`src/sv/ata_pkg.sv`:
```
`timescale 1ns / 1ps
package ata_pkg;
   localparam int CordicSteps = 16;
   localparam int StepBits = 5;
   localparam int AccBits = 32;
   localparam int WideBits = 36;
   localparam int SqBits = 48;
   localparam int RootBits = 24;
   localparam int RootIters = 24;
   localparam logic [AccBits-1:0] AngleFull = 32'd589824000;

   typedef enum logic [1:0] {
      SEL_X = 2'd0,
      SEL_Y = 2'd1,
      SEL_Z = 2'd2
   } sel_type;

   typedef struct packed {
      logic    start_root;
      logic    start_cordic;
      logic    latch;
      sel_type sel;
   } cmd_type;

   typedef struct packed {
      logic root_done;
      logic cordic_done;
   } stat_type;

   function automatic logic [AccBits-1:0] atan_tab(input logic [StepBits-1:0] i);
      logic [AccBits-1:0] v;
      case (i)
         5'd0: v = 32'd294912000;
         5'd1: v = 32'd174096719;
         5'd2: v = 32'd91987925;
         5'd3: v = 32'd46694507;
         5'd4: v = 32'd23437865;
         5'd5: v = 32'd11730358;
         5'd6: v = 32'd5866610;
         5'd7: v = 32'd2933484;
         5'd8: v = 32'd1466764;
         5'd9: v = 32'd733385;
         5'd10: v = 32'd366693;
         5'd11: v = 32'd183346;
         5'd12: v = 32'd91673;
         5'd13: v = 32'd45837;
         5'd14: v = 32'd22918;
         5'd15: v = 32'd11459;
         5'd16: v = 32'd5730;
         5'd17: v = 32'd2865;
         5'd18: v = 32'd1432;
         5'd19: v = 32'd716;
         5'd20: v = 32'd358;
         5'd21: v = 32'd179;
         5'd22: v = 32'd90;
         5'd23: v = 32'd45;
         default: v = '0;
      endcase
      return v;
   endfunction
endpackage

```
`src/sv/ata_ctrl.sv`:
```
`timescale 1ns / 1ps
module ata_ctrl (
   input  logic              clock,
   input  logic              reset,
   input  logic              in_valid,
   output logic              in_ready,
   output logic              out_valid,
   input  logic              out_ready,
   output ata_pkg::cmd_type  cmd,
   input  ata_pkg::stat_type stat
);
   import ata_pkg::*;

   typedef enum logic [2:0] {
      S_IDLE, S_ROOT, S_CORDIC, S_NEXT, S_OUT
   } state_type;

   state_type state_ff;
   sel_type   sel_ff;
   logic      out_valid_ff;

   assign in_ready  = (state_ff == S_IDLE) && !out_valid_ff;
   assign out_valid = out_valid_ff;

   always_comb begin
      cmd.latch        = in_valid && in_ready;
      cmd.start_root   = (state_ff == S_NEXT);
      cmd.start_cordic = (state_ff == S_ROOT) && stat.root_done;
      cmd.sel          = sel_ff;
   end

   always_ff @(posedge clock) begin
      if (reset) begin
         state_ff     <= S_IDLE;
         sel_ff       <= SEL_X;
         out_valid_ff <= 1'b0;
      end else begin
         if (out_valid_ff && out_ready) out_valid_ff <= 1'b0;
         case (state_ff)
            S_IDLE: if (in_valid && in_ready) begin
               sel_ff   <= SEL_X;
               state_ff <= S_NEXT;
            end
            S_NEXT: state_ff <= S_ROOT;
            S_ROOT: if (stat.root_done) state_ff <= S_CORDIC;
            S_CORDIC: if (stat.cordic_done) begin
               case (sel_ff)
                  SEL_X: begin sel_ff <= SEL_Y; state_ff <= S_NEXT; end
                  SEL_Y: begin sel_ff <= SEL_Z; state_ff <= S_NEXT; end
                  default: state_ff <= S_OUT;
               endcase
            end
            S_OUT: if (!out_valid_ff) begin
               out_valid_ff <= 1'b1;
               state_ff     <= S_IDLE;
            end
            default: state_ff <= S_IDLE;
         endcase
      end
   end
endmodule

```
`src/sv/ata_dp.sv`:
```
`timescale 1ns / 1ps
module ata_dp (
   input  logic                clock,
   input  logic                reset,
   input  ata_pkg::cmd_type    cmd,
   output ata_pkg::stat_type   stat,
   input  logic [1:0]          status_flags,
   input  logic signed [15:0]  accel_x,
   input  logic signed [15:0]  accel_y,
   input  logic signed [15:0]  accel_z,
   output logic signed [14:0]  angle_x,
   output logic signed [14:0]  angle_y,
   output logic signed [14:0]  angle_z
);
   import ata_pkg::*;

   logic signed [15:0] held_x_ff, held_y_ff, held_z_ff;
   logic [15:0] mag_x, mag_y, mag_z, mag_a, mag_b, mag_n;
   logic neg_n;

   // root unit
   logic [SqBits-1:0]   rem_ff, rad_ff;
   logic [RootBits-1:0] root_ff;
   logic [4:0]          rcnt_ff;
   logic                rbusy_ff;
   logic [SqBits-1:0]   sq_sum;
   logic [RootBits+1:0] trial;
   logic [SqBits-1:0]   rem_sh;

   // cordic unit
   logic signed [WideBits-1:0] cx_ff, cy_ff;
   logic signed [AccBits:0]    acc_ff;
   logic [StepBits-1:0]        ccnt_ff;
   logic                       cbusy_ff, cdone_ff;
   logic                       zero_num_ff, zero_den_ff;
   logic signed [WideBits-1:0] dx, dy;
   logic signed [AccBits:0]    tab_s, acc_c;
   logic [14:0]                mag_out;
   logic signed [14:0]         ang_x_ff, ang_y_ff, ang_z_ff;
   logic signed [14:0]         ang_s;
   logic [WideBits-1:0]        num_w, den_w;

   always_ff @(posedge clock) begin
      if (reset) begin
         held_x_ff <= '0;
         held_y_ff <= '0;
         held_z_ff <= '0;
      end else if (cmd.latch && (status_flags != 2'b00)) begin
         held_x_ff <= accel_x;
         held_y_ff <= accel_y;
         held_z_ff <= accel_z;
      end
   end

   assign mag_x = held_x_ff[15] ? 16'(-held_x_ff) : 16'(held_x_ff);
   assign mag_y = held_y_ff[15] ? 16'(-held_y_ff) : 16'(held_y_ff);
   assign mag_z = held_z_ff[15] ? 16'(-held_z_ff) : 16'(held_z_ff);

   always_comb begin
      case (cmd.sel)
         SEL_X: begin mag_a = mag_y; mag_b = mag_z; mag_n = mag_x; neg_n = held_x_ff[15]; end
         SEL_Y: begin mag_a = mag_x; mag_b = mag_z; mag_n = mag_y; neg_n = held_y_ff[15]; end
         default: begin mag_a = mag_x; mag_b = mag_y; mag_n = mag_z; neg_n = held_z_ff[15]; end
      endcase
   end

   assign sq_sum = ({16'd0, mag_a} * {16'd0, mag_a} + {16'd0, mag_b} * {16'd0, mag_b}) << 16;

   // restoring root, two radicand bits a cycle
   assign rem_sh = {rem_ff[SqBits-3:0], rad_ff[SqBits-1:SqBits-2]};
   assign trial  = {root_ff, 2'b01};

   always_ff @(posedge clock) begin
      if (reset) begin
         rbusy_ff <= 1'b0;
         rcnt_ff  <= '0;
      end else if (cmd.start_root) begin
         rbusy_ff <= 1'b1;
         rcnt_ff  <= '0;
         rem_ff   <= '0;
         root_ff  <= '0;
         rad_ff   <= sq_sum;
      end else if (rbusy_ff) begin
         rad_ff <= {rad_ff[SqBits-3:0], 2'b00};
         if (rem_sh >= SqBits'(trial)) begin
            rem_ff  <= rem_sh - SqBits'(trial);
            root_ff <= {root_ff[RootBits-2:0], 1'b1};
         end else begin
            rem_ff  <= rem_sh;
            root_ff <= {root_ff[RootBits-2:0], 1'b0};
         end
         rcnt_ff <= rcnt_ff + 5'd1;
         if (rcnt_ff == 5'(RootIters - 1)) rbusy_ff <= 1'b0;
      end
   end

   assign stat.root_done = rbusy_ff && (rcnt_ff == 5'(RootIters - 1));

   // start_cordic fires with the last root step; the load waits on start_d_ff, so root_ff is final when it is used
   assign num_w = (cmd.sel == SEL_Z) ? WideBits'(root_ff) : WideBits'({mag_n, 8'd0});
   assign den_w = (cmd.sel == SEL_Z) ? WideBits'({mag_n, 8'd0}) : WideBits'(root_ff);

   assign dx    = cy_ff >>> ccnt_ff;
   assign dy    = cx_ff >>> ccnt_ff;
   assign tab_s = (AccBits+1)'(atan_tab(ccnt_ff));

   always_comb begin
      acc_c = acc_ff;
      if (acc_ff < 0) acc_c = '0;
      if (acc_ff > $signed({1'b0, AngleFull})) acc_c = $signed({1'b0, AngleFull});
      if (zero_num_ff) acc_c = '0;
      else if (zero_den_ff) acc_c = $signed({1'b0, AngleFull});
   end
   assign mag_out = 15'((acc_c + 33'sd32768) >>> 16);
   assign ang_s   = neg_n ? 15'(-mag_out) : mag_out;

   logic start_d_ff;
   always_ff @(posedge clock) begin
      if (reset) begin
         cbusy_ff   <= 1'b0;
         cdone_ff   <= 1'b0;
         start_d_ff <= 1'b0;
      end else begin
         start_d_ff <= cmd.start_cordic;
         cdone_ff   <= cbusy_ff && !start_d_ff && (ccnt_ff == StepBits'(CordicSteps - 1));
         if (start_d_ff) begin
            cx_ff       <= $signed(den_w);
            cy_ff       <= $signed(num_w);
            acc_ff      <= '0;
            ccnt_ff     <= '0;
            zero_num_ff <= (num_w == '0);
            zero_den_ff <= (den_w == '0);
            cbusy_ff    <= 1'b1;
         end else if (cbusy_ff) begin
            if (!cy_ff[WideBits-1]) begin
               cx_ff  <= cx_ff + dx;
               cy_ff  <= cy_ff - dy;
               acc_ff <= acc_ff + tab_s;
            end else begin
               cx_ff  <= cx_ff - dx;
               cy_ff  <= cy_ff + dy;
               acc_ff <= acc_ff - tab_s;
            end
            ccnt_ff <= ccnt_ff + 5'd1;
            if (ccnt_ff == StepBits'(CordicSteps - 1)) cbusy_ff <= 1'b0;
         end
         if (cdone_ff) begin
            case (cmd.sel)
               SEL_X: ang_x_ff <= ang_s;
               SEL_Y: ang_y_ff <= ang_s;
               default: ang_z_ff <= ang_s;
            endcase
         end
      end
   end

   assign stat.cordic_done = cdone_ff;
   assign angle_x = ang_x_ff;
   assign angle_y = ang_y_ff;
   assign angle_z = ang_z_ff;
endmodule

```
`src/sv/accel_tilt_angles_unit.sv`:
```
`timescale 1ns / 1ps
// Tilt angle unit: turns a three-axis accelerometer sample into three angles
// in hundredths of a degree (-9000..9000).
// Input channel req_: one beat carries status_flags and the x, y, z sample.
// If any status bit is set the sample is latched, else the held sample is used.
// Result channel rsp_: one beat per input beat with angle_x, angle_y, angle_z.
// The block works on one beat at a time: with a ready receiver it takes a new
// beat only after the result of the last one is out. Each angle takes a setup
// state, a 24-step radix-4 square root and a 16-step CORDIC (load, one
// iteration a cycle, write back), run three times.
// req_tready is high only while the unit is idle and the result register is
// empty. A stalled receiver holds the result and the unit takes no new beat
// until it is taken. Reset clears the held sample to zero and empties the
// result register.
module accel_tilt_angles_unit (
   input  logic        clock,
   input  logic        reset,
   input  logic        req_tvalid,
   output logic        req_tready,
   input  logic [1:0]  req_tuser,   // status_flags [1:0]
   input  logic [47:0] req_tdata,   // accel_x [15:0], accel_y [31:16], accel_z [47:32]
   output logic        rsp_tvalid,
   input  logic        rsp_tready,
   output logic [47:0] rsp_tdata    // angle_x [14:0], angle_y [29:15], angle_z [44:30]
);
   import ata_pkg::*;

   cmd_type  cmd;
   stat_type stat;
   logic signed [14:0] ax, ay, az;

   ata_ctrl u_ctrl (
      .clock(clock), .reset(reset),
      .in_valid(req_tvalid), .in_ready(req_tready),
      .out_valid(rsp_tvalid), .out_ready(rsp_tready),
      .cmd(cmd), .stat(stat)
   );

   ata_dp u_dp (
      .clock(clock), .reset(reset), .cmd(cmd), .stat(stat),
      .status_flags(req_tuser),
      .accel_x(req_tdata[15:0]), .accel_y(req_tdata[31:16]), .accel_z(req_tdata[47:32]),
      .angle_x(ax), .angle_y(ay), .angle_z(az)
   );

   assign rsp_tdata = {3'b000, az, ay, ax};

`ifndef SYNTHESIS
   a_no_accept_busy: assert property (@(posedge clock) disable iff (reset)
      rsp_tvalid |-> !req_tready) else $error("input taken while result pending");
   a_cmd_excl: assert property (@(posedge clock) disable iff (reset)
      !(cmd.start_root && cmd.start_cordic)) else $error("root and cordic start together");
   a_range: assert property (@(posedge clock) disable iff (reset)
      rsp_tvalid |-> ($signed(ax) <= 15'sd9000 && $signed(ax) >= -15'sd9000))
      else $error("angle_x out of range");
`endif
endmodule

```
`config.mk`:
```
export PLATFORM = sky130hd
export DESIGN_NAME = accel_tilt_angles_unit
export DESIGN_NICKNAME = d
export VERILOG_FILES = /design/src/sv/ata_pkg.sv /design/src/sv/ata_ctrl.sv /design/src/sv/ata_dp.sv /design/src/sv/accel_tilt_angles_unit.sv
export SDC_FILE = /design/constraint.sdc
export NUM_CORES = 2
export LEC_CHECK = 0
export ABC_CLOCK_PERIOD_IN_PS = 9850
export BUFFER_PORTS_ARGS = -buffer_cell sky130_fd_sc_hd__buf_2
export CAP_MARGIN = 20
export CORE_MARGIN = 1.5
export CORE_UTILIZATION = 59
export DETAILED_ROUTE_END_ITERATION = 8
export PLACE_DENSITY = 0.84
export RECOVER_POWER = 25
export SYNTH_ARGS = -nofsm -noshare
export SYNTH_HDL_FRONTEND = slang
export SYNTH_SLANG_ARGS = --single-unit
```
`constraint.sdc`:
```
create_clock -name clock -period 9.85 [get_ports clock]
set_clock_uncertainty 0.2 [all_clocks]
set_input_delay 1.97 -clock clock [delete_from_list [all_inputs] [get_ports clock]]
set_output_delay 1.97 -clock clock [all_outputs]
set_load 0.005 [all_outputs]
```
Word level (Yosys, flattened, before mapping)
Memories as Yosys holds them, arrays and structs flattened. A register that Yosys moved wholly into a read port is not among the register bits. Cells that the tools add are included.

Reductions and logical operators: 28. Multiplexer cells: 50. Divide/modulo/power cells: 0. Bitwise logic cells: 2. Magnitude comparators: 3. Shift-type cells: 2. Add/sub/neg operators: 15. Equal/unequal tests: 13. Multipliers: 2.

Operators with widths (number): $mux 36 (6); $mux 31 (4); $mux 48 (2); $mux 46 (2); $mux 16 (5); $add 36x36->36 (2); $logic_not 36->1 (2); $mux 24 (3); $sshr 36x5->36 (2); $sub 36x36->36 (2); $mux 33 (2); $mul 16x16->32 (2); $ge 48x26->1 (1); $neg 16->16 (3); $sub 46x26->46 (1); $add 33x33->33 (1); $gt 33x31->1 const B (1); $lt 33x1->1 const B (1); $sub 33x33->33 (1); $add 32x32->32 (1); $pmux 16 s2 (1); $add 31x17->31 const B (1); $mux 15 (1); $mux 3 (5); other kinds (28) (63).

Output and inout bits: 50. Memories: 1. Latch bits: 0. Bits in writable memories: 0. Input port bits: 54. Logic and storage cells: 140. Bits in read-only memories: 928. Register bits after elaboration: 336.

Memory list: (name not given) (words 32, width 29, rd ports 1, clocked after Yosys merged registers in 1, write ports 0, RTL line ata_pkg.sv:32) `case (i)`.

Longest topological paths before layout
Depth after elaboration: 8. Gate-level depth with buffers: 36. Depth with buffers taken out: 36.

Hierarchy
From an unflattened synthesis, not the netlist that was laid out.

Cells, all modules: 5041. Area, all modules: 44999.4 um2.

By module, submodules not included: ata_dp (sequential area each 9499.1 um2, area an instance 44650.3 um2, times used 1, cells each 5000); ata_ctrl (sequential area each 120.1 um2, area an instance 322.8 um2, times used 1, cells each 37); accel_tilt_angles_unit (sequential area each 0.0 um2, area an instance 26.3 um2, times used 1, cells each 4).

Least setup slack after synthesis
OpenSTA, ideal clock, no wires.

Path kind: register -> register. From: register u_dp.held_x_ff[6]. To: register u_dp.rad_ff[47], data pin. Arrival: 9374 ps. Required time: 9382 ps. Path buffers: 1. Library setup time: 268 ps. Cell stages (with the launch flop): 33. Period minus slack after synthesis: 9842 ps. Path slack: 8 ps. Cells stage by stage: dfxtp_1 or4_1 or4_1 or3_1 nand2_1 xor2_1 mux2i_1 inv_1 clkbuf_1 nor2_1 fa_1 inv_1 fa_1 fa_1 fa_1 inv_1 fa_1 fa_1 fa_1 inv_1 fa_1 inv_1 ha_1 a21oi_1 nand2_1 a2111oi_0 a211oi_1 a211oi_1 nor2_1 a2111oi_0 a21oi_1 xnor2_1 o21ai_0.

Word-level cells in the longest chain between the ends: 6.

Ends and longest elaborated chain: start, declared (RTL line ata_dp.sv:17) `logic signed [15:0] held_x_ff, held_y_ff, held_z_ff;`; start signal, assigned (RTL line ata_dp.sv:49) `held_x_ff <= accel_x;`; $neg 16->16 (RTL line ata_dp.sv:55) `assign mag_x = held_x_ff[15] ? 16'(-held_x_ff) : 16'(held_x_ff);`; $mux 16 (*) (RTL line ata_dp.sv:55); $mux 16 (*) (RTL line ata_dp.sv:60) `case (cmd.sel)`; $mul 16x16->32 (*) (RTL line ata_dp.sv:67) `assign sq_sum = ({16'd0, mag_a} * {16'd0, mag_a} + {16'd0, mag_b} * {16'd0, mag_b}) << 16;`; $add 32x32->32 (*) (RTL line ata_dp.sv:67); $mux 48 (*) (RTL line ata_dp.sv:77) `end else if (cmd.start_root) begin`; end signal, assigned (RTL line ata_dp.sv:82) `rad_ff <= sq_sum;`; end signal, assigned (RTL line ata_dp.sv:84) `rad_ff <= {rad_ff[SqBits-3:0], 2'b00};`; end, declared (RTL line ata_dp.sv:22) `logic [SqBits-1:0] rem_ff, rad_ff;`.

Mark *: on every way between the ends. The rest lies on a longest branch, timed or not. A chain may end at the register's enable or synchronous reset.

Worst setup path after layout
Ends and elaborated chain as after synthesis.

==> flow_summary.rst <==
.. list-table::
   :header-rows: 1

   * - Metric
     - Value
   * - Result of the run
     - complete, but fails checks
   * - Failing checks
     - capacitance limit, slew limit
   * - Worst-Skew Late Latency
     - 0.61 ns
   * - Cell seen most often among critical-path stages
     - sky130_fd_sc_hd__fa_1
   * - Busiest metal layer after global routing
     - met2
   * - Depth of the worst register-to-register path
     - 32
   * - Routed wire length
     - 132000 µm
   * - RSZ-0062 raised after global routing
     - yes
   * - Vias in the first global route
     - 38215
   * - Cell count after placement
     - 5994
   * - Met1 track utilization from global routing
     - 0.422
   * - Worst Setup End Kind
     - flop
   * - Hold-fix buffers, CTS
     - 0
   * - Global routing usage on met3
     - 0.0588
   * - Cell at the root of the clock tree
     - sky130_fd_sc_hd__clkbuf_16
   * - Sequential share of the synthesized area
     - 0.218
   * - Nets@finish
     - 5858
   * - Std cell rows
     - 100
   * - Number of register bits inferred by synthesis
     - between 300 and 400
   * - Global-route wire length before repair
     - 209000 µm
   * - Most common library cells after synthesis
     - sky130_fd_sc_hd__inv_1 (661), sky130_fd_sc_hd__nand2_1 (568), sky130_fd_sc_hd__nor2_1 (463)
   * - Final setup slack of the worst path
     - roughly 0.24 ns
   * - Launching point of the worst reg2reg path
     - u_dp.held_x_ff[6]
   * - Io pins
     - between 100 and 150
   * - DRC Markers
     - 0
   * - Placed inst area
     - 46100 µm²
   * - Count of cells along the worst hold path
     - 2
   * - PD cells
     - around 180 nW/µm²
   * - Via density per instance
     - between 6 and 7
   * - Worst min-delay path endpoint
     - u_dp.held_x_ff[9]
   * - Chip width
     - 276 µm
   * - Number of hold violations in the final report
     - 0
   * - Synthesized instance count
     - between 4000 and 5000
   * - Clock-pin transition on the worst setup and hold timing paths
     - 0.06 ns
   * - Final global-route overflow total
     - 0
   * - Mean instance size in the synthesized netlist
     - between 8 and 9 µm²
   * - Most used standard cell by instance count after synthesis
     - sky130_fd_sc_hd__inv_1
   * - Worst flop-to-flop path endpoint
     - u_dp.rad_ff[47]
   * - Post-route clock period utilization
     - 0.976
   * - Fin. max-slew vios
     - 274
   * - Count of TritonRoute iterations in the first routing pass
     - 8
   * - Detailed placement HPWL
     - 104000 µm
   * - Overall power
     - about 8.8 mW
   * - Netlist area before placement
     - approximately 44000 µm²
   * - Max Fclk
     - 104 MHz
   * - Crit path DAT
     - 9.71 ns
   * - Input/output buffers
     - 100
   * - CTS buffer count
     - 44
   * - Crit Path Category
     - flop to flop
   * - Cell Count, Final, Fillers Out
     - 6084
   * - Yosys warning count
     - 0
   * - Max clock buf depth
     - 3
   * - Worst min-delay path startpoint
     - u_dp.held_x_ff[9]
   * - Core region area
     - 74200 µm²
   * - DRC marker count from the first detailed-route iteration
     - 3990
   * - Dominant cell type by area after synthesis
     - sky130_fd_sc_hd__fa_1
   * - Distinct cell type count of the synthesized netlist
     - 94
   * - Initial Utilization
     - 0.594
   * - Die outline height
     - 276 µm
   * - GR met2 Demand/Resource
     - 0.569
   * - Slowest-stage cell, CP
     - sky130_fd_sc_hd__fa_1
   * - Clock period minus worst slack
     - a little under 10 ns
   * - Wire per inst
     - 21.7 µm
   * - Top cells by area, synth
     - sky130_fd_sc_hd__fa_1 (18%), sky130_fd_sc_hd__edfxtp_1 (18%), sky130_fd_sc_hd__ha_1 (9.5%)
   * - Largest net degree at the start of global routing
     - 81
   * - Async S/R FF share, synth
     - 0
   * - Antenna violations before repair
     - 1
   * - Post-placement worst setup slack
     - -0.207 ns
   * - Peak supply drop
     - ~460 µV
   * - Proportion of layout cells with a drive suffix above 1
     - 0.104
   * - Number of synthesized flops with an enable pin
     - approximately 260
   * - Total number of clock tree sinks
     - 351
   * - Die Area
     - 76400 µm²
   * - Pleak
     - 21.4 nW
   * - Top-area cell type share of the netlist area
     - 0.177
   * - Cell area after layout
     - approximately 48000 µm²
   * - DRT antenna net count
     - 0
   * - Area growth, synth to finish
     - 8.43%
   * - Overall fraction of global-route tracks in use
     - 0.346
   * - CTS tree
     - built
   * - CTS HTree Levels
     - 2
   * - Worst hold-check path type
     - flop to flop
   * - Maximum fanout encountered on the critical timing path
     - 5
   * - Worst setup SP type
     - flop
   * - Critical path data required time
     - slightly below 10 ns
   * - Maximum single-stage delay on the critical path
     - between 0.5 and 0.6 ns
   * - Max Cap Viol
     - 5
   * - Headroom to the max-slew limit
     - -1.38
   * - Via total after detailed routing
     - roughly 38000
   * - Number of fill cells in the layout
     - 5944
   * - Final Wtd Congestion
     - between 1 and 1.5
   * - Primary flip-flop cell chosen by synthesis mapping
     - sky130_fd_sc_hd__edfxtp_1
   * - Flop2flop setup slack
     - 0.24 ns
   * - Final number of setup-violating endpoints
     - 0
   * - Slew of the pin with the lowest slew margin
     - 3.57 ns
[power breakdown]
group	switching [mW]	internal, mW	leakage [nW]
clock	0.729	0.930	0.734
sequential	0.104	1.75	3.10
combinational	3.21	2.06	17.6
total	4.05	4.74	21.4
[final cells by class]
cell class                      instances  area [µm²]  share of cell area
Multi-Input combinational cell       3760       31400               0.656
Sequential cell                       351        9620               0.201
Inverter                              676        2540              0.0532
Timing Repair Buffer                  245        1580              0.0330
Clock buffer                           60        1280              0.0267
Tap cell                              969        1210              0.0254
Clock inverter                         21         194             0.00406
Antenna cell                            2        5.00            0.000105
[flip-flops by register name, indices dropped and copies added (netlist names), 15 cells and up]
| signal | cells |
|---|---|
| u_dp.rem_ff | 46 |
| u_dp.cx_ff | 36 |
| u_dp.cy_ff | 36 |
| u_dp.acc_ff | 33 |
| u_dp.rad_ff | 32 |
| u_dp.tab_s | 29 |
| u_dp.root_ff | 24 |
| u_dp.held_x_ff | 16 |
| u_dp.held_y_ff | 16 |
| u_dp.held_z_ff | 16 |
| u_dp.angle_x | 15 |
| u_dp.angle_y | 15 |
| u_dp.angle_z | 15 |
[metal layers]
layer,vias to the layer above,routed length [µm]
met5,-,11
met4,2,10000
met3,577,11800
met2,2147,61700
met1,18403,48400
li1,17242,-
[critical path: cells and delay by family, from the launching register on]
kind                       cells  cell delay (ns)
xor gates and xnor gates       2             0.24
buffers and inverters          6             0.73
muxes                          1             0.27
and+or+nand+nor                7             1.78
adders and majority gates      9             4.45
AOI/OAI and AO/OA              7             1.34
DFF                            1             0.30
[worst max path at each step]
stage / startpoint / endpoint / slack, ns / depth (start not counted)
floorplan: u_dp.held_x_ff[6] / u_dp.rad_ff[47] / 0.008 / 32
global placement: u_dp.held_z_ff[0] / u_dp.rad_ff[47] / 0.07 / 29
detailed placement: u_dp.held_z_ff[0] / u_dp.rad_ff[47] / -0.21 / 29
CTS: u_dp.held_z_ff[0] / u_dp.rad_ff[47] / 0.02 / 31
global route: u_dp.held_x_ff[0] / u_dp.rad_ff[47] / -0.15 / 36
finish: u_dp.held_x_ff[6] / u_dp.rad_ff[47] / 0.24 / 32
[logic make-up (layout without fill, tap and decap cells)]
family / Yosys count / after routing / synth area share
simple gates: 1495 / 1495 / 0.154
mux: 207 / 207 / 0.0722
xor+xnor: 310 / 310 / 0.0616
compound gates: 994 / 994 / 0.145
other cells: 2 / 30 / 0.000170
flops: 351 / 351 / 0.218
buf+inv: 881 / 1002 / 0.0770
fa+ha+maj: 726 / 726 / 0.272
[metrics by stage]
stage,hold WS [ns],util,setup TNS (ns)
detailed placement,0.277,0.622,-0.344
CTS,0.284,0.642,0
finish,0.287,0.644,0
floorplan,0.244,-,0
global placement,0.259,0.622,0
global route,0.320,0.644,-0.226
[cell usage in the layout, fill, tap and decap left out, drive strengths merged, types with 37 or more instances in the layout]
cell type    n
nand2      569
mux4        85
nor2       463
o21a        37
ha         336
nand2b      41
xor2       120
xnor2      190
a21o        91
edfxtp     259
o211ai      39
a211oi      43
buf        240
inv        672
a21oi      289
dfxtp       92
clkbuf      65
a31oi       54
fa         390
nor3        87
and2        38
nand3       74
o21ai      192
mux2i       87
[repair_timing]
item | in CTS | in global routing
gates resized for setup | 4 | 42
pin swaps | 1 | 10
endpoints found under the setup margin | 2 | 13
buffers inserted | 1 | 4
Power figures use the tool's default switching activity.
